File: src/sv/sfr_pkg.sv
// ----------------------------------------------------------------------------
// sfr_pkg
// Shared types and constants for the serial frame receiver.
// ----------------------------------------------------------------------------
`default_nettype none

package sfr_pkg;

   localparam int MAX_PAYLOAD = 64;
   localparam int CNT_W       = 7;
   localparam int IDX_W       = 6;
   localparam int SHORT_LEN   = 3;

   localparam logic [7:0] CH_V   = 8'h56;
   localparam logic [7:0] CH_AT  = 8'h40;
   localparam logic [7:0] CH_ONE = 8'h31;
   localparam logic [7:0] CH_W   = 8'h57;
   localparam logic [7:0] CH_D   = 8'h44;
   localparam logic [7:0] CH_F   = 8'h46;
   localparam logic [7:0] CH_4   = 8'h34;
   localparam logic [7:0] CH_LF  = 8'h66;
   localparam logic [7:0] CH_LB  = 8'h62;
   localparam logic [7:0] CH_LL  = 8'h6c;
   localparam logic [7:0] CH_LR  = 8'h72;
   localparam logic [7:0] CH_LW  = 8'h77;
   localparam logic [7:0] CH_LS  = 8'h73;

   typedef enum logic [2:0] {
      ST_HEADER,
      ST_VERSION,
      ST_LENGTH,
      ST_DATA,
      ST_CHECK,
      ST_SHORT,
      ST_FETCH,
      ST_EMIT
   } state_type;

   typedef enum logic [2:0] {
      ERR_HEADER   = 3'd0,
      ERR_VERSION  = 3'd1,
      ERR_LENGTH   = 3'd2,
      ERR_CHECKSUM = 3'd3,
      ERR_SHORT    = 3'd4
   } err_code_type;

   typedef struct packed {
      logic         load_len;
      logic         store_byte;
      logic         short_start;
      logic         short_byte;
      logic         clr_count;
      logic         start_replay;
      logic         replay_short;
      logic         emit_err;
      err_code_type err_code;
      logic         emit_payload;
   } cmd_type;

   typedef struct packed {
      logic is_v;
      logic is_at;
      logic is_one;
      logic len_big;
      logic len_zero;
      logic frame_len_zero;
      logic sum_ok;
      logic data_done;
      logic data_full;
      logic short_done;
      logic short_good;
      logic replay_last;
      logic out_free;
   } status_type;

endpackage

`default_nettype wire

File: src/sv/sfr_ram.sv
// ----------------------------------------------------------------------------
// sfr_ram
// Generic single-write, single-read RAM with registered read data.
// ----------------------------------------------------------------------------
`default_nettype none

module sfr_ram #(
   parameter int Width = 8,
   parameter int Depth = 64
) (
   input  wire logic                     clock,
   input  wire logic                     wr_en,
   input  wire logic [$clog2(Depth)-1:0] wr_addr,
   input  wire logic [Width-1:0]         wr_data,
   input  wire logic [$clog2(Depth)-1:0] rd_addr,
   output logic      [Width-1:0]         rd_data
);

   logic [Width-1:0] mem [Depth];
   logic [Width-1:0] rd_data_ff;

   always_ff @(posedge clock) begin
      if (wr_en) begin
         mem[wr_addr] <= wr_data;
      end
      rd_data_ff <= mem[rd_addr];
   end

   assign rd_data = rd_data_ff;

endmodule

`default_nettype wire

File: src/sv/sfr_dpath.sv
// ----------------------------------------------------------------------------
// sfr_dpath
// Datapath: length, count and checksum registers, payload buffer, replay
// index and the result register.
// ----------------------------------------------------------------------------
`default_nettype none

module sfr_dpath #(
   parameter int MaxPayload = sfr_pkg::MAX_PAYLOAD
) (
   input  wire logic                clock,
   input  wire logic                reset,
   input  wire logic [7:0]          rx_byte,
   input  wire sfr_pkg::cmd_type    cmd,
   output sfr_pkg::status_type      status,
   output logic                     rsp_tvalid,
   input  wire logic                rsp_tready,
   output logic [23:0]              rsp_tdata,   // payload_byte, byte_index, short_frame, error_code
   output logic                     rsp_tuser,   // out_kind
   output logic                     rsp_tlast
);

   import sfr_pkg::*;

   localparam int AddrW = $clog2(MaxPayload);

   logic [CNT_W-1:0] len_ff, len_in;
   logic [CNT_W-1:0] cnt_ff, cnt_in;
   logic [7:0]       sum_ff, sum_in;
   logic             ok_ff, ok_in;
   logic [IDX_W-1:0] idx_ff, idx_in;
   logic [CNT_W-1:0] rep_cnt_ff, rep_cnt_in;
   logic             rep_short_ff, rep_short_in;

   logic             valid_ff, valid_in;
   logic             kind_ff, kind_in;
   logic [7:0]       data_ff, data_in;
   logic [IDX_W-1:0] oidx_ff, oidx_in;
   logic             oshort_ff, oshort_in;
   err_code_type     code_ff, code_in;
   logic             last_ff, last_in;

   logic             ram_we;
   logic [7:0]       ram_rd;
   logic             chk_a, chk_b, chk_c, chk_pos;

   sfr_ram #(
      .Width (8),
      .Depth (MaxPayload)
   ) u_ram (
      .clock   (clock),
      .wr_en   (ram_we),
      .wr_addr (cnt_ff[AddrW-1:0]),
      .wr_data (rx_byte),
      .rd_addr (idx_ff[AddrW-1:0]),
      .rd_data (ram_rd)
   );

   assign ram_we = cmd.store_byte || cmd.short_byte;

   always_comb begin
      chk_a = (rx_byte == CH_W) || (rx_byte == CH_D) || (rx_byte == CH_F);
      chk_b = (rx_byte >= CH_ONE) && (rx_byte <= CH_4);
      chk_c = (rx_byte == CH_LF) || (rx_byte == CH_LB) || (rx_byte == CH_LL) ||
              (rx_byte == CH_LR) || (rx_byte == CH_LW) || (rx_byte == CH_LS);
      case (cnt_ff[1:0])
         2'd0:    chk_pos = chk_a;
         2'd1:    chk_pos = chk_b;
         default: chk_pos = chk_c;
      endcase
   end

   always_comb begin
      status.is_v           = (rx_byte == CH_V);
      status.is_at          = (rx_byte == CH_AT);
      status.is_one         = (rx_byte == CH_ONE);
      status.len_big        = (rx_byte > 8'(MaxPayload));
      status.len_zero       = (rx_byte == 8'd0);
      status.frame_len_zero = (len_ff == '0);
      status.sum_ok         = (sum_ff == rx_byte);
      status.data_done      = ((cnt_ff + CNT_W'(1)) == len_ff);
      status.data_full      = (cnt_ff >= CNT_W'(MaxPayload));
      status.short_done     = (cnt_ff == CNT_W'(SHORT_LEN - 1));
      status.short_good     = ok_ff && chk_pos;
      status.replay_last    = (({1'b0, idx_ff} + CNT_W'(1)) == rep_cnt_ff);
      status.out_free       = !valid_ff || rsp_tready;
   end

   always_comb begin
      len_in       = len_ff;
      cnt_in       = cnt_ff;
      sum_in       = sum_ff;
      ok_in        = ok_ff;
      idx_in       = idx_ff;
      rep_cnt_in   = rep_cnt_ff;
      rep_short_in = rep_short_ff;
      if (cmd.load_len) begin
         len_in = rx_byte[CNT_W-1:0];
         sum_in = rx_byte;
         cnt_in = '0;
      end
      if (cmd.store_byte) begin
         cnt_in = cnt_ff + CNT_W'(1);
         sum_in = sum_ff + rx_byte;
      end
      if (cmd.short_start) begin
         cnt_in = '0;
         ok_in  = 1'b1;
      end
      if (cmd.short_byte) begin
         cnt_in = cnt_ff + CNT_W'(1);
         ok_in  = ok_ff && chk_pos;
      end
      if (cmd.clr_count) begin
         cnt_in = '0;
      end
      if (cmd.start_replay) begin
         idx_in       = '0;
         rep_short_in = cmd.replay_short;
         rep_cnt_in   = cmd.replay_short ? CNT_W'(SHORT_LEN) : len_ff;
      end
      if (cmd.emit_payload) begin
         idx_in = idx_ff + IDX_W'(1);
      end
   end

   always_comb begin
      kind_in   = kind_ff;
      data_in   = data_ff;
      oidx_in   = oidx_ff;
      oshort_in = oshort_ff;
      code_in   = code_ff;
      last_in   = last_ff;
      valid_in  = rsp_tready ? 1'b0 : valid_ff;
      if (cmd.emit_err) begin
         valid_in  = 1'b1;
         kind_in   = 1'b1;
         data_in   = '0;
         oidx_in   = '0;
         oshort_in = 1'b0;
         code_in   = cmd.err_code;
         last_in   = 1'b1;
      end else if (cmd.emit_payload) begin
         valid_in  = 1'b1;
         kind_in   = 1'b0;
         data_in   = ram_rd;
         oidx_in   = idx_ff;
         oshort_in = rep_short_ff;
         code_in   = ERR_HEADER;
         last_in   = status.replay_last;
      end
   end

   always_ff @(posedge clock) begin
      if (reset) begin
         len_ff   <= '0;
         cnt_ff   <= '0;
         sum_ff   <= '0;
         valid_ff <= 1'b0;
      end else begin
         len_ff   <= len_in;
         cnt_ff   <= cnt_in;
         sum_ff   <= sum_in;
         valid_ff <= valid_in;
      end
   end

   always_ff @(posedge clock) begin
      ok_ff        <= ok_in;
      idx_ff       <= idx_in;
      rep_cnt_ff   <= rep_cnt_in;
      rep_short_ff <= rep_short_in;
      kind_ff      <= kind_in;
      data_ff      <= data_in;
      oidx_ff      <= oidx_in;
      oshort_ff    <= oshort_in;
      code_ff      <= code_in;
      last_ff      <= last_in;
   end

   assign rsp_tvalid = valid_ff;
   assign rsp_tdata  = {6'd0, code_ff, oshort_ff, oidx_ff, data_ff};
   assign rsp_tuser  = kind_ff;
   assign rsp_tlast  = last_ff;

   a_load_free : assert property (@(posedge clock) disable iff (reset)
      (cmd.emit_err || cmd.emit_payload) |-> status.out_free)
      else $error("result register loaded while occupied");

   a_one_load : assert property (@(posedge clock) disable iff (reset)
      !(cmd.emit_err && cmd.emit_payload))
      else $error("error and payload loaded together");

   a_idx_range : assert property (@(posedge clock) disable iff (reset)
      cmd.emit_payload |-> ({1'b0, idx_ff} < rep_cnt_ff))
      else $error("replay index past frame length");

   a_replay_start : assert property (@(posedge clock) disable iff (reset)
      cmd.start_replay |=> (idx_ff == '0) && (rep_cnt_ff != '0))
      else $error("replay started with bad index or count");

endmodule

`default_nettype wire

File: src/sv/sfr_ctrl.sv
// ----------------------------------------------------------------------------
// sfr_ctrl
// Parser and replay state machine; drives datapath commands.
// ----------------------------------------------------------------------------
`default_nettype none

module sfr_ctrl (
   input  wire logic                clock,
   input  wire logic                reset,
   input  wire logic                req_tvalid,
   output logic                     req_tready,
   input  wire sfr_pkg::status_type status,
   output sfr_pkg::cmd_type         cmd
);

   import sfr_pkg::*;

   state_type state_ff, state_in;
   logic      disc_ff, disc_in;
   logic      accept;

   always_comb begin
      req_tready = status.out_free && (state_ff != ST_FETCH) && (state_ff != ST_EMIT);
      accept     = req_tvalid && req_tready;
   end

   always_comb begin
      state_in = state_ff;
      unique case (state_ff)
         ST_HEADER: begin
            if (accept) begin
               if (status.is_v) begin
                  state_in = ST_VERSION;
               end else if (status.is_at) begin
                  state_in = ST_SHORT;
               end
            end
         end
         ST_VERSION: begin
            if (accept) begin
               if (status.is_one) begin
                  state_in = ST_LENGTH;
               end else if (!status.is_v) begin
                  state_in = ST_HEADER;
               end
            end
         end
         ST_LENGTH: begin
            if (accept) begin
               if (status.len_big) begin
                  state_in = ST_HEADER;
               end else if (status.len_zero) begin
                  state_in = ST_CHECK;
               end else begin
                  state_in = ST_DATA;
               end
            end
         end
         ST_DATA: begin
            if (accept) begin
               if (status.data_full) begin
                  state_in = ST_HEADER;
               end else if (status.data_done) begin
                  state_in = ST_CHECK;
               end
            end
         end
         ST_CHECK: begin
            if (accept) begin
               if (status.sum_ok && !status.frame_len_zero) begin
                  state_in = ST_FETCH;
               end else begin
                  state_in = ST_HEADER;
               end
            end
         end
         ST_SHORT: begin
            if (accept && status.short_done) begin
               state_in = status.short_good ? ST_FETCH : ST_HEADER;
            end
         end
         ST_FETCH: begin
            state_in = ST_EMIT;
         end
         ST_EMIT: begin
            if (status.out_free) begin
               state_in = status.replay_last ? ST_HEADER : ST_FETCH;
            end
         end
         default: begin
            state_in = ST_HEADER;
         end
      endcase
   end

   always_comb begin
      cmd      = '0;
      cmd.err_code = ERR_HEADER;
      disc_in  = disc_ff;
      unique case (state_ff)
         ST_HEADER: begin
            if (accept) begin
               if (status.is_v) begin
                  disc_in = 1'b0;
               end else if (status.is_at) begin
                  disc_in         = 1'b0;
                  cmd.short_start = 1'b1;
               end else if (!disc_ff) begin
                  disc_in      = 1'b1;
                  cmd.emit_err = 1'b1;
                  cmd.err_code = ERR_HEADER;
               end
            end
         end
         ST_VERSION: begin
            if (accept && !status.is_one && !status.is_v) begin
               cmd.emit_err = 1'b1;
               cmd.err_code = ERR_VERSION;
            end
         end
         ST_LENGTH: begin
            if (accept) begin
               if (status.len_big) begin
                  cmd.emit_err = 1'b1;
                  cmd.err_code = ERR_LENGTH;
               end else begin
                  cmd.load_len = 1'b1;
               end
            end
         end
         ST_DATA: begin
            if (accept) begin
               if (status.data_full) begin
                  cmd.clr_count = 1'b1;
               end else begin
                  cmd.store_byte = 1'b1;
               end
            end
         end
         ST_CHECK: begin
            if (accept) begin
               if (!status.sum_ok) begin
                  cmd.emit_err = 1'b1;
                  cmd.err_code = ERR_CHECKSUM;
               end else if (!status.frame_len_zero) begin
                  cmd.start_replay = 1'b1;
               end
            end
         end
         ST_SHORT: begin
            if (accept) begin
               cmd.short_byte = 1'b1;
               if (status.short_done) begin
                  if (status.short_good) begin
                     cmd.start_replay = 1'b1;
                     cmd.replay_short = 1'b1;
                  end else begin
                     cmd.emit_err = 1'b1;
                     cmd.err_code = ERR_SHORT;
                  end
               end
            end
         end
         ST_FETCH: begin
         end
         ST_EMIT: begin
            cmd.emit_payload = status.out_free;
         end
         default: begin
         end
      endcase
   end

   always_ff @(posedge clock) begin
      if (reset) begin
         state_ff <= ST_HEADER;
         disc_ff  <= 1'b0;
      end else begin
         state_ff <= state_in;
         disc_ff  <= disc_in;
      end
   end

   a_no_take_in_replay : assert property (@(posedge clock) disable iff (reset)
      (state_ff == ST_FETCH || state_ff == ST_EMIT) |-> !req_tready)
      else $error("input taken during replay");

   a_fetch_then_emit : assert property (@(posedge clock) disable iff (reset)
      (state_ff == ST_FETCH) |=> (state_ff == ST_EMIT))
      else $error("fetch not followed by emit");

endmodule

`default_nettype wire

File: src/sv/serial_frame_receiver.sv
// ----------------------------------------------------------------------------
// serial_frame_receiver
// Length-prefixed and short frame parser with buffered payload replay.
// ----------------------------------------------------------------------------
// Throughput: one received byte per cycle while parsing a frame and the output is free.
// Errors: an error result is registered in the cycle after its byte is taken.
// Replay: after a good checksum or third short letter, each payload byte gets a
//   buffer read, then a result load when the output is free; no input is taken until done.
// Reset: synchronous; clears parser state and result valid, not the buffer.
`default_nettype none

module serial_frame_receiver #(
   parameter int MaxPayload = sfr_pkg::MAX_PAYLOAD
) (
   input  wire logic        clock,
   input  wire logic        reset,
   input  wire logic        req_tvalid,
   output logic             req_tready,
   input  wire logic [7:0]  req_tdata,   // rx_byte
   output logic             rsp_tvalid,
   input  wire logic        rsp_tready,
   output logic [23:0]      rsp_tdata,   // payload_byte, byte_index, short_frame, error_code
   output logic             rsp_tuser,   // out_kind
   output logic             rsp_tlast    // last
);

   import sfr_pkg::*;

   cmd_type    cmd;
   status_type status;

   sfr_ctrl u_ctrl (
      .clock      (clock),
      .reset      (reset),
      .req_tvalid (req_tvalid),
      .req_tready (req_tready),
      .status     (status),
      .cmd        (cmd)
   );

   sfr_dpath #(
      .MaxPayload (MaxPayload)
   ) u_dpath (
      .clock      (clock),
      .reset      (reset),
      .rx_byte    (req_tdata),
      .cmd        (cmd),
      .status     (status),
      .rsp_tvalid (rsp_tvalid),
      .rsp_tready (rsp_tready),
      .rsp_tdata  (rsp_tdata),
      .rsp_tuser  (rsp_tuser),
      .rsp_tlast  (rsp_tlast)
   );

endmodule

`default_nettype wire

File: config.mk
export PLATFORM = sky130hd
export DESIGN_NAME = serial_frame_receiver
export DESIGN_NICKNAME = d
export VERILOG_FILES = /design/src/sv/sfr_pkg.sv /design/src/sv/sfr_ram.sv /design/src/sv/sfr_dpath.sv /design/src/sv/sfr_ctrl.sv /design/src/sv/serial_frame_receiver.sv
export SDC_FILE = /design/constraint.sdc
export NUM_CORES = 1
export LEC_CHECK = 0
export ABC_AREA = 1
export BUFFER_PORTS_ARGS = -buffer_cell sky130_fd_sc_hd__buf_2
export CAP_MARGIN = 5
export CORE_AREA = 2 2 257 196
export CTS_BUF_LIST = sky130_fd_sc_hd__clkbuf_8
export CTS_CLUSTER_SIZE = 20
export DETAILED_ROUTE_END_ITERATION = 12
export DIE_AREA = 0 0 259 198
export GPL_ROUTABILITY_DRIVEN = 0
export GPL_TIMING_DRIVEN = 0
export PLACE_DENSITY_LB_ADDON = 0.05
export SLEW_MARGIN = 20
export SYNTH_ARGS = -nofsm -noshare
export SYNTH_HDL_FRONTEND = slang
export SYNTH_SLANG_ARGS = --single-unit
export TNS_END_PERCENT = 5
File: constraint.sdc
create_clock -name clock -period 3.6 [get_ports clock]
set_input_delay 0.18 -clock clock [delete_from_list [all_inputs] [get_ports clock]]
set_output_delay 0.18 -clock clock [all_outputs]
set_load 0.01 [all_outputs]
Word-level counts from Yosys, hierarchy flattened --
Memories as Yosys holds them, arrays and structs flattened. A register that Yosys moved wholly into a read port is not among the register bits. Cells that the tools add are included.
Operators by class: equality and inequality tests 36, reductions and logical operators 35, add/subtract/negate cells 4, muxes and demuxes 74, $lt $le $gt $ge 4
Operators by type and width (count):
- $eq A8 B7 Y1 const B | 11
- $mux W3 | 20
- $mux W4 | 10
- $mux W1 | 29
- $mux W7 | 4
- $mux W6 | 4
- $pmux W3 S8 | 1
- $pmux W4 S5 | 1
- $mux W8 | 2
- $eq A7 B7 Y1 | 2
- $ne A2 B1 Y1 const B | 7
- $eq A3 B3 Y1 const B | 4
- $ne A3 B3 Y1 const B | 4
- $reduce_and A10 Y1 | 1
- $logic_and A1 B1 Y1 | 9
- $logic_or A1 B1 Y1 | 9
- $add A8 B8 Y8 | 1
- $eq A8 B6 Y1 const B | 1
- $eq A8 B8 Y1 | 1
- $ge A8 B6 Y1 const B | 1
- $gt A8 B7 Y1 const B | 1
- $le A8 B6 Y1 const B | 1
- $logic_not A8 Y1 | 1
- $reduce_bool A2 Y1 | 4
- 19 further kinds | 24
Storage, ports and cells: output and inout bits 28, memories 1, input bits 12, register bits 62, bits in writable memories 512, logic and storage cells 170
Memories:
- u_dpath.u_ram.mem | words 64, width 8, read ports 1, clocked after Yosys merged registers in 1, wr ports 1, line sfr_ram.sv:19 | logic [Width-1:0] mem [Depth];

Longest topological paths before layout --
Gate-level depths: netlist of the first run.
depth in word-level cells 14, mapped depth 15, mapped depth without buffers 15

Cells and area by module --
From an unflattened synthesis of the first run, not the netlist that was laid out.
Unflattened totals: cells, all modules 2367, area, all modules 25211.7 um^2
Modules (own cells, without submodules):
- sfr_ram | instances 1, sequential area each 15534.9 um^2, area each 21339.2 um^2, cells each 1805
- sfr_dpath | instances 1, sequential area each 1341.3 um^2, area each 3273.1 um^2, cells each 459
- sfr_ctrl | instances 1, sequential area each 80.1 um^2, area each 599.3 um^2, cells each 103

Worst setup path after synthesis of the first run --
No wires, ideal clock.
path type flip-flop to flip-flop, start register u_ctrl.state_ff[1], end memory u_dpath.u_ram.mem[24][0] (enable), cell stages (with the launch flop) 9, slack 1.102 ns, period minus slack after synthesis 2.498 ns, buffers on the path 1, data arrival time 2.103 ns, required time 3.205 ns, library setup time 0.395 ns, path through dfxtp_1 -> buf_6 -> nand2_2 -> inv_2 -> nor2_2 -> nand2_2 -> o21ai_2 -> nand2_2 -> nor4_1
Between the ends: longest elaborated chain between the ends 9, elaborated cells on any way between the ends 14, classes of those cells eq/ne (4); mux (6); reduce/logical (4)
RTL lines:
- from (decl) | line sfr_ctrl.sv:18 | state_type state_ff, state_in;
- from (signal assigned) | line sfr_ctrl.sv:179 | state_ff <= state_in;
- $ne A3 B3 Y1 | line sfr_ctrl.sv:23 | req_tready = status.out_free && (state_ff != ST_FETCH) && (state_ff != ST_EMIT);
- $logic_and A1 B1 Y1 | line sfr_ctrl.sv:23
- $logic_and A1 B1 Y1 * | line sfr_ctrl.sv:23
- via req_tready | line serial_frame_receiver.sv:18 | output logic req_tready,
- $logic_and A1 B1 Y1 * | line sfr_ctrl.sv:24 | accept = req_tvalid && req_tready;
- $mux W1 (on tied branches) | line sfr_ctrl.sv:132, sfr_ctrl.sv:151
- $mux W1 | line sfr_ctrl.sv:100 | unique case (state_ff)
- $logic_or A1 B1 Y1 * | line sfr_dpath.sv:59 | assign ram_we = cmd.store_byte || cmd.short_byte;
- $mux W1 * | line sfr_ram.sv:23 | if (wr_en) begin
- $mux W1 (not written as such) * | line sfr_ram.sv:24 | mem[wr_addr] <= wr_data;
- to (decl) | line sfr_ram.sv:19
Mark *: on every way through the listed nets, which the timed path passes. The rest lies on a longest branch.

Final worst setup path of the first run --
start register u_ctrl.state_ff[2], end memory u_dpath.u_ram.mem[58][1] (enable)
Between the ends: longest elaborated chain between the ends 9, elaborated cells on any way between the ends 14, classes of those cells eq/ne (4); mux (6); reduce/logical (4)
RTL lines (line):
- $ne A3 B3 Y1 | sfr_ctrl.sv:23
- $logic_and A1 B1 Y1 (2 in series) | sfr_ctrl.sv:23
- $logic_and A1 B1 Y1 | sfr_ctrl.sv:24
- $mux W1 (on tied branches) | sfr_ctrl.sv:132, sfr_ctrl.sv:151
- $mux W1 | sfr_ctrl.sv:100
- $logic_or A1 B1 Y1 * | sfr_dpath.sv:59
- $mux W1 * | sfr_ram.sv:23
- $mux W1 (not written as such) * | sfr_ram.sv:24
Every way passes the cells marked *; elsewhere a longest branch is shown, timed or not.

==> key figures, run 1 <==
Pwr
  • Leak: 9.37 nW
  • VDD IR max: 373 µV
  • P per Cell Area: 489 nW/µm²

Synth
  • Sequential cell area fraction in the yosys report: 70.1%
  • Post-synthesis mux area share: 0%
  • Cell count after synthesis: 2116
  • Post-synth EDFFs: 530
  • Xor/xnor share of the synthesized area: 0.145%
  • Post-synthesis simple-gate area fraction: 12.4%
  • Library cells used by synthesis: 43
  • Post-Synth Adder-Cell Area: 0.704%
  • Main combinational cell family by area after synthesis: compound AO/OA/AOI/OAI gates
  • Synth Cell Area: 24200 µm²
  • Compound-Gate Fraction of Synth Area: 12.8%
  • FFs w/ async S/R, synth: 0%
  • Main flop type after synthesis: edfxtp_1
  • Syn Area/Cell: 11.4 µm²
  • Synth warn: 0
  • Seq cells post-synth: 582

Timing
  • Final WS setup: -0.0796 ns
  • Tcrit/Tclk final: 102%
  • Final Skew: 0.0305 ns
  • Max transition margin: 14.3%
  • Max Slew Vio Count: 0
  • Achievable Freq: 272 MHz
  • Final critical-path required period: 3.68 ns
  • Slew @ Worst Pin: 1.28 ns
  • Unrepaired setup endpoints after global routing: yes
  • Final Hold Fails: 0
  • Final setup violation count: 28

Route
  • Post-DR wirelength/cell: 27.8 µm
  • Antenna-violating nets left: 0
  • Final wirelength: 83300 µm
  • TritonRoute pass-1 iters: 6
  • Avg Vias per Cell: 6.09
  • Via Count: 18200
  • Remaining DRCs: 0
  • First DRT Iteration DRCs: 2837

Layout
  • Most frequent cells in the layout: edfxtp_1, nor2_1, o21ai_0, nand2_1, o22ai_1
  • Synth-to-layout area growth: 12.3%
  • Final Cell Area: 27200 µm²
  • Share of post-route cells with drive strength above 1: 10.3%
  • Most common library cell in the layout ignoring fill and taps: edfxtp_1
  • Non-Filler Instances: 2994
  • Layout Nets: 2286

Placed design
  • Post-Place Cells: 2817
  • DP HPWL: 56600 µm
  • I/O Buffers: 32
  • DP Area: 25300 µm²

Critical path
  • Origin of the worst setup path: u_ctrl.state_ff[2]
  • Critical path endpoint category: flop
  • Crit path top cell by count: nor2_1
  • Worst Path Required: 3.91 ns
  • Crit-path max cell delay: 1.23 ns
  • Slowest-stage cell, CP: nor2_1
  • Startpoint types: flop
  • Critical R2R Launch: u_ctrl.state_ff[2]
  • Critical-path cell list: inv_1, nand3_1, nor2_1, nand2_1, o21ai_2, nand4_1, nor2_1
  • Worst-path fanout max: 8
  • Worst Path Arrival: 3.98 ns
  • Buffers & Inverters on Critical Path: 1
  • CP top delay family: simple AND/OR/NAND/NOR gates
  • Critical path class: flop to flop

Outcome
  • Status: finished, violations left
  • Failing checks: negative setup slack

Global routing
  • Vias in the first global route: 16600
  • First-pass GRT wire length: 118000 µm
  • Gr ovfl total: 0
  • Largest net degree at the start of global routing: 71
  • Initial antenna violation count: 3
  • GRT Util Overall: 32.8%

Clock tree
  • Clock buffer count from CTS: 92
  • Setup bufs post-CTS: 0
  • Root Buffer: clkbuf_8
  • CTS tree: yes
  • Max clock buf depth: 3
  • CTS clk-pin slew, worst paths: 0.07 ns
  • Post-CTS Resized: 0
  • Clk_lat worst skew: 0.72 ns
  • Clk sinks: 582
  • H-Tree Depth: 3

Floorplanning
  • Die area: 51300 µm²
  • Core area: 49100 µm²
  • Initial Util: 49.2%
  • Std-Cell Rows: 71
  • I/O pin count: 40
  • Die Ht: 198 µm
  • Die span in x: 259 µm

Worst hold path
  • Hold WC Path Type: input port to flop
  • HP Start: req_tdata[7]

Job
  • Max cap viols: 0
synthesized netlist by cell type, types with 23 or more instances:
library cell,n,area share (%)
a21oi_1,50,1.0
buf_2,23,0.48
clkbuf_1,85,1.3
dfxtp_1,52,4.3
edfxtp_1,530,66
inv_1,73,1.1
nand2_1,221,3.4
nand3_1,50,1.0
nor2_1,414,6.4
o211ai_1,24,0.74
o21ai_0,325,6.7
o22ai_1,127,3.3
cell families after synthesis:
| logic type | after synthesis |
|---|---|
| flip-flops | 582 |
| adder cells (fa/ha/maj) | 13 |
| XOR/XNOR | 4 |
| AO/OA/AOI/OAI | 560 |
| AND/OR/NAND/NOR | 743 |
| buffers and inverters | 213 |
| other | 1 |
power breakdown:
group / total [W] / switching (W) / internal [W]
Sequential: 0.00740 / 0.0000146 / 0.00739
Clock: 0.00550 / 0.00268 / 0.00282
Combinational: 0.000385 / 0.000289 / 0.0000961
Total: 0.0133 / 0.00298 / 0.0103
registers in the layout, summed over array words and instances, names as in the netlist:
register and count:
u_dpath.rep_short_ff 1, u_dpath.data_ff 8, u_dpath.rsp_tuser 1, u_dpath.code_ff 3, u_ctrl.disc_ff 1, u_ctrl.state_ff 3
u_dpath.oshort_ff 1, u_dpath.u_ram.mem 512, u_dpath.rsp_tvalid 1, u_dpath.cnt_ff 7, u_dpath.oidx_ff 6, u_dpath.u_ram.rd_data 8
u_dpath.idx_ff 6, u_dpath.sum_ff 8, u_dpath.len_ff 7, u_dpath.ok_ff 1, u_dpath.rsp_tlast 1, u_dpath.rep_cnt_ff 7
what timing repair did:
item                                    CTS  global route
hold buffers                              7             0
hold endpoints to repair                104             0
endpoints found under the setup margin    0            32
metrics by stage:
step / util [%] / setup WS, ns / power [W] / TNS [ns] / hold slack, ns
finish: 55.3 / -0.0796 / 0.0133 / -1.13 / 0.128
global route: 55.3 / -0.0717 / 0.0137 / -1.80 / 0.106
CTS: 55.3 / 0.0999 / 0.0133 / 0 / 0.0906
detailed placement: 51.6 / 0.0929 / 0.00791 / 0 / 0.448
global placement: 51.3 / 0.0313 / 0.00790 / 0 / 0.438
floorplan: - / 1.10 / 0.00772 / 0 / 0.279
worst paths after layout:
kind	endpoint	depth (start not counted)	slack (ns)
worst max register to register	u_dpath.u_ram.mem[58][1]	7	-0.08
worst max-delay path	u_dpath.u_ram.mem[58][1]	7	-0.08
worst min register to register	u_dpath.data_ff[1]	2	0.46
worst min-delay path	u_dpath.u_ram.mem[55][7]	1	0.13
worst register-to-register path, stage by stage (launching register included):
cell,delay [ns]
dfxtp_1,0.37
inv_1,0.16
nand3_1,0.12
nor2_1,0.21
nand2_1,0.25
o21ai_2,0.25
nand4_1,0.69
nor2_1,1.23
per-layer routing:
| layer | share of wire (%) | GRT usage [%] | wire length (µm) | vias up |
|---|---|---|---|---|
| met2 | 41 | 45.6 | 34200 | 1249 |
| met1 | 42 | 48.8 | 34700 | 8868 |
| met3 | 14 | 10.2 | 11500 | 191 |
| met4 | 3.5 | 10.8 | 2880 | 0 |
| li1 | - | - | - | 7920 |
| met5 | 0 | 0 | 0 | - |
final cells by class:
| class | count | area (µm²) |
|---|---|---|
| Sequential cell | 582 | 17000 |
| Inverter | 79 | 299 |
| Clock inverter | 70 | 394 |
| Multi-Input combinational cell | 1326 | 6370 |
| Timing Repair Buffer | 46 | 335 |
| Clock buffer | 99 | 1360 |
| Antenna cell | 1 | 2.50 |
| Fill cell | 4283 | 22000 |
| Tap cell | 657 | 822 |
| Buffer | 134 | 627 |
(Power assumes the default switching activity.)
==> run 2: changes to the inputs <==
ABC_AREA = default   (was 1)
CAP_MARGIN = default   (was 5)
CORE_AREA = 2 2 243 185   (was 2 2 257 196)
DIE_AREA = 0 0 245 187   (was 0 0 259 198)
==> key figures, run 2 <==
Pwr
  • Switching fraction of total power: 21.3%
  • Pint: 0.0100 W
  • VDD IR max: 374 µV
  • Power share of the clock group: 39.9%
  • Sw Pwr: 0.00271 W
  • Seq pwr share: 58.0%
  • Leak: 8.58 nW
  • Final Power: 0.0127 W
  • P per Cell Area: 482 nW/µm²
  • Part of the power in combinational logic: 2.0%

Critical path
  • Critical R2R Launch: u_ctrl.state_ff[1]
  • Startpoint types: flop
  • Crit path top cell by count: buf_2
  • Origin of the worst setup path: u_ctrl.state_ff[1]
  • Worst Path Required: 3.91 ns
  • Crit-path max cell delay: 0.78 ns
  • Worst Path Arrival: 4.09 ns
  • Critical path endpoint category: flop
  • CP top delay family: simple AND/OR/NAND/NOR gates
  • Critical-path cell list: buf_2, nand2_1, or3_1, a21oi_1, buf_2, nand4_1, nor2_2
  • Slowest-stage cell, CP: nand4_1
  • Buffers & Inverters on Critical Path: 2
  • Worst-path fanout max: 10
  • Critical path class: flop to flop

Route
  • TritonRoute pass-1 iters: 5
  • Final wirelength: 55100 µm
  • Via Count: 12300
  • Post-DR wirelength/cell: 27.0 µm
  • First DRT Iteration DRCs: 1237
  • Remaining DRCs: 0
  • Antenna-violating nets left: 0
  • Avg Vias per Cell: 6.05

Floorplanning
  • Die Ht: 187 µm
  • Initial Util: 53.9%
  • Die span in x: 245 µm
  • I/O pin count: 40
  • Std-Cell Rows: 67
  • Die area: 45800 µm²
  • Core area: 43800 µm²

Layout
  • Largest register FFs: 512
  • Layout fillers: 3219
  • Share of post-route cells with drive strength above 1: 27.3%
  • Most frequent cells in the layout: edfxtp_1, mux4_2, clkbuf_8, nor2_1, nand2_1
  • Most common library cell in the layout ignoring fill and taps: edfxtp_1
  • Non-Filler Instances: 2042
  • Layout Nets: 1412
  • Synth-to-layout area growth: 11.8%
  • Register with the most flip-flops: u_dpath.u_ram.mem

Synth
  • Post-synth EDFFs: 530
  • Library cells used by synthesis: 66
  • Main flop type after synthesis: edfxtp_1
  • Syn Area/Cell: 19.0 µm²
  • FFs w/ async S/R, synth: 0%
  • Sequential cell area fraction in the yosys report: 71.8%
  • Synth warn: 0
  • Seq cells post-synth: 582
  • Post-synth top area share: 67.4%
  • Largest area contributor in the netlist: edfxtp_1
  • Synth cell count leaders: edfxtp_1, mux4_2, nor2_1
  • Cell count after synthesis: 1245
  • Top-count cell post-synth: edfxtp_1
  • Synth Cell Area: 23600 µm²
  • Synth area leaders: edfxtp_1, mux4_2, dfxtp_1, nor2_1, nand2_1

Global routing
  • Initial antenna violation count: 6
  • Gr ovfl total: 0
  • Vias in the first global route: 12100
  • Largest net degree at the start of global routing: 73
  • GRT Util Overall: 24.8%
  • First-pass GRT wire length: 80800 µm

Worst hold path
  • HP Start: req_tdata[3]
  • Hold WC Path Type: input port to flop

Timing
  • Tcrit/Tclk final: 105%
  • Final WS setup: -0.182 ns
  • Max transition margin: 36.4%
  • Worst hold slack: 0.0815 ns
  • Max Slew Vio Count: 0
  • Setup TNS: -6.37 ns
  • Final Hold Fails: 0
  • Achievable Freq: 264 MHz
  • Unrepaired setup endpoints after global routing: yes
  • Slew @ Worst Pin: 0.951 ns
  • Final critical-path required period: 3.78 ns
  • Final setup violation count: 50
  • Final Skew: 0.0280 ns

Placed design
  • DP HPWL: 35300 µm
  • Post-Place Cells: 1873
  • I/O Buffers: 33

Clock tree
  • Clk_lat worst skew: 0.69 ns
  • CTS clk-pin slew, worst paths: 0.06 ns
  • Root Buffer: clkbuf_8
  • Max clock buf depth: 3
  • Clock buffer count from CTS: 89
  • CTS tree: yes
  • H-Tree Depth: 3
  • Clk sinks: 582

Outcome
  • Status: finished, violations left
  • Failing checks: negative setup slack

Job
  • Max cap viols: 0
[run 2: per-stage QoR]
step / util [%] / setup WS (ns) / cell area (µm²)
detailed placement: 56.2 / -0.216 / 24600
global placement: 56.0 / -0.601 / 24500
finish: 60.2 / -0.182 / 26400
floorplan: - / 0.645 / 23600
CTS: 60.0 / -0.184 / 26300
global route: 60.2 / -0.254 / 26400
[run 2: final timing paths]
check	cells past startpoint	end	slack (ns)
worst max register to register	7	u_dpath.u_ram.mem[36][2]	-0.18
worst min-delay path	3	u_dpath.sum_ff[3]	0.08
worst min register to register	2	u_dpath.data_ff[5]	0.45
worst max-delay path	7	u_dpath.u_ram.mem[36][2]	-0.18
[run 2: final cells by class]
cell class | instances | area [µm²] | area share [%]
buffer | 82 | 427 | 1.62
tap | 586 | 733 | 2.78
clock buffer | 95 | 1310 | 4.95
timing repair buffer | 46 | 308 | 1.17
antenna | 5 | 12.5 | 0.0474
clock inverter | 60 | 308 | 1.17
sequential | 582 | 17000 | 64.2
multi-input combinational | 573 | 6300 | 23.9
inverter | 13 | 48.8 | 0.185
[run 2: power by group through the flow]
stage	Combinational (W)	Clock, W	Sequential [W]
after detailed placement	0.000255	0	0.00752
after global routing	0.000282	0.00547	0.00738
after CTS	0.000258	0.00517	0.00738
after global placement	0.000243	0	0.00752
final	0.000259	0.00508	0.00738
after floorplan	0.000102	0	0.00752
[run 2: logic make-up after synthesis]
logic type / count (synthesis) / synth area share (%)
mux: 179 / 16.5
buf+inv: 95 / 1.99
fa+ha+maj: 13 / 0.721
simple gates: 264 / 5.44
other cells: 1 / 0.0159
compound gates: 82 / 2.35
xor+xnor: 29 / 1.20
flops: 582 / 71.8
[run 2: layer usage]
metal	share of wire [%]	track usage, %	vias up
li1	-	-	5314
met1	45	38.4	6379
met2	44	34.8	555
met3	8.8	6.47	96
met4	2.5	7.69	0
met5	0	0	-
[run 2: timing repair]
action / in CTS / in global routing
cloned: 0 / 0
hold buffers: 4 / 0
endpoints found under the hold margin: 12 / 0
endpoints found under the setup margin: 151 / 258
resized for setup: 9 / 20
setup buffers: 0 / 5
[run 2: worst min-delay path: stages]
cell and delay, ns:
buf_4 0.32, nand2_1 0.15, a21oi_1 0.06
==> run 3: changes to the inputs <==
--- a/config.mk
+++ b/config.mk
@@ -6,10 +6,11 @@
 export NUM_CORES = 1
 export LEC_CHECK = 0
+export ABC_AREA = 1
 export BUFFER_PORTS_ARGS = -buffer_cell sky130_fd_sc_hd__buf_2
-export CORE_AREA = 2 2 243 185
+export CORE_AREA = 2 2 246 187
 export CTS_BUF_LIST = sky130_fd_sc_hd__clkbuf_8
 export CTS_CLUSTER_SIZE = 20
 export DETAILED_ROUTE_END_ITERATION = 12
-export DIE_AREA = 0 0 245 187
+export DIE_AREA = 0 0 248 189
 export GPL_ROUTABILITY_DRIVEN = 0
 export GPL_TIMING_DRIVEN = 0
==> constraint.sdc (replaced) <==
create_clock -name clock -period 3.6 [get_ports clock]
set_input_delay 0.72 -clock clock [delete_from_list [all_inputs] [get_ports clock]]
set_output_delay 0.72 -clock clock [all_outputs]
set_load 0.01 [all_outputs]
==> key figures, run 3 (synthesis results as in run 1) <==
Route
  • First DRT Iteration DRCs: 3112
  • Remaining DRCs: 0
  • TritonRoute pass-1 iters: 7
  • Via Count: 18500
  • Antenna-violating nets left: 0
  • Avg Vias per Cell: 6.35
  • Post-DR wirelength/cell: 27.8 µm
  • Final wirelength: 80900 µm

Timing
  • Final critical-path required period: 3.74 ns
  • Final setup violation count: 61
  • Achievable Freq: 267 MHz
  • Worst hold slack: 0.432 ns
  • Final Hold Fails: 0
  • Slew @ Worst Pin: 1.22 ns
  • Unrepaired setup endpoints after global routing: yes
  • Final Skew: 0.0268 ns
  • Max Slew Vio Count: 0
  • Max transition margin: 18.4%
  • Tcrit/Tclk final: 104%
  • Final WS setup: -0.143 ns

Floorplanning
  • Core area: 44300 µm²
  • Die area: 46900 µm²
  • Std-Cell Rows: 67
  • Die Ht: 189 µm
  • Initial Util: 54.5%
  • Die span in x: 248 µm
  • I/O pin count: 40

Global routing
  • Gr ovfl total: 0
  • First-pass GRT wire length: 116000 µm
  • GRT Util Overall: 35.1%
  • Vias in the first global route: 17000
  • Largest net degree at the start of global routing: 73
  • Initial antenna violation count: 5

Layout
  • Most common library cell in the layout ignoring fill and taps: edfxtp_1
  • Most frequent cells in the layout: edfxtp_1, nor2_1, o21ai_0, nand2_1, o22ai_1
  • Layout fillers: 3720
  • Layout Nets: 2275
  • Largest register FFs: 512
  • Final Util: 60.7%
  • Share of post-route cells with drive strength above 1: 10.7%
  • Register with the most flip-flops: u_dpath.u_ram.mem
  • Synth-to-layout area growth: 11.3%

Outcome
  • Failing checks: negative setup slack
  • Status: finished, violations left

Placed design
  • DP HPWL: 54200 µm
  • Dpl ws: -0.447 ns
  • I/O Buffers: 32

Critical path
  • Critical path class: flop to flop
  • Worst Path Arrival: 4.05 ns
  • Worst Path Required: 3.90 ns
  • Critical path endpoint category: flop
  • Critical R2R Launch: u_ctrl.state_ff[2]
  • Startpoint types: flop
  • Worst-path fanout max: 8
  • Origin of the worst setup path: u_ctrl.state_ff[2]

Pwr
  • Leak: 9.26 nW
  • VDD IR max: 442 µV
  • P per Cell Area: 485 nW/µm²

Clock tree
  • H-Tree Depth: 3
  • Max clock buf depth: 3
  • CTS clk-pin slew, worst paths: 0.06 ns
  • Clk sinks: 582
  • Clock buffer count from CTS: 87
  • Clk_lat worst skew: 0.70 ns
  • CTS tree: yes
  • Root Buffer: clkbuf_8
  • Setup bufs post-CTS: 0

Worst hold path
  • HP Start: reset
  • Hold WC Path Type: input port to flop

Job
  • Max cap viols: 0
[run 3: cell types whose count changed in the layout (fill, tap and decap cells not counted), sizes merged, moves of 23 or more]
cell    change
nor2      +320
o22ai     +127
nand2     +174
mux4      -168
nand3      +33
inv        +56
clkbuf     +51
o211ai     +23
o21ai     +324
[run 3: power by group]
group,switching (W),internal [W],leakage (nW)
Combinational,0.000280,0.0000853,3.09
Sequential,0.0000144,0.00739,5.22
Clock,0.00265,0.00264,0.949
Total,0.00295,0.0101,9.26
[run 3: path summary, 6_finish.rpt]
kind	end	slack (ns)	cells past startpoint
worst max-delay path	u_dpath.u_ram.mem[11][6]	-0.14	7
worst min-delay path	u_ctrl.disc_ff	0.43	2
worst max register to register	u_dpath.u_ram.mem[11][6]	-0.14	7
worst min register to register	u_dpath.data_ff[4]	0.44	2
[run 3: cell type report]
cell class	count	area, µm²	area share, %
Sequential cell	582	17000	63.0
Inverter	79	299	1.11
Clock inverter	65	369	1.37
Timing Repair Buffer	40	250	0.930
Multi-Input combinational cell	1326	6390	23.7
Buffer	134	627	2.33
Antenna cell	2	5.00	0.0186
Tap cell	586	733	2.72
Clock buffer	94	1290	4.81
[run 3: what timing repair did]
item | in CTS | in global routing
hold buffers | 0 | 0
gates resized for setup | 3 | 5
endpoints found under the setup margin | 16 | 138
cloned | 0 | 0
[run 3: through the flow]
stage	cells	TNS, ns	instance area [µm²]	power (W)
after detailed placement	2747	-53.21	25200	0.00790
after CTS	2906	0	26900	0.0130
after global placement	2739	-89.81	25100	0.00790
after global routing	2906	-8.33	26900	0.0134
final	2908	-3.77	26900	0.0131
after floorplan	2121	0	24200	0.00772
[run 3: routing by layer]
metal  track usage [%]  routed length (µm)  vias to the layer above
met4              13.0                3410                        0
met2              48.4               33300                     1389
met1              52.0               32600                     8989
li1                  -                   -                     7886
met5                 0                   0                        -
met3              11.3               11600                      198
[run 3: worst max-delay path: stages, from the launching register on]
cell	delay (ns)
dfxtp_1	0.37
inv_1	0.15
nand3_1	0.13
nor2_1	0.22
nand2_1	0.23
o21ai_2	0.24
nand4_1	0.97
nor2_1	1.05
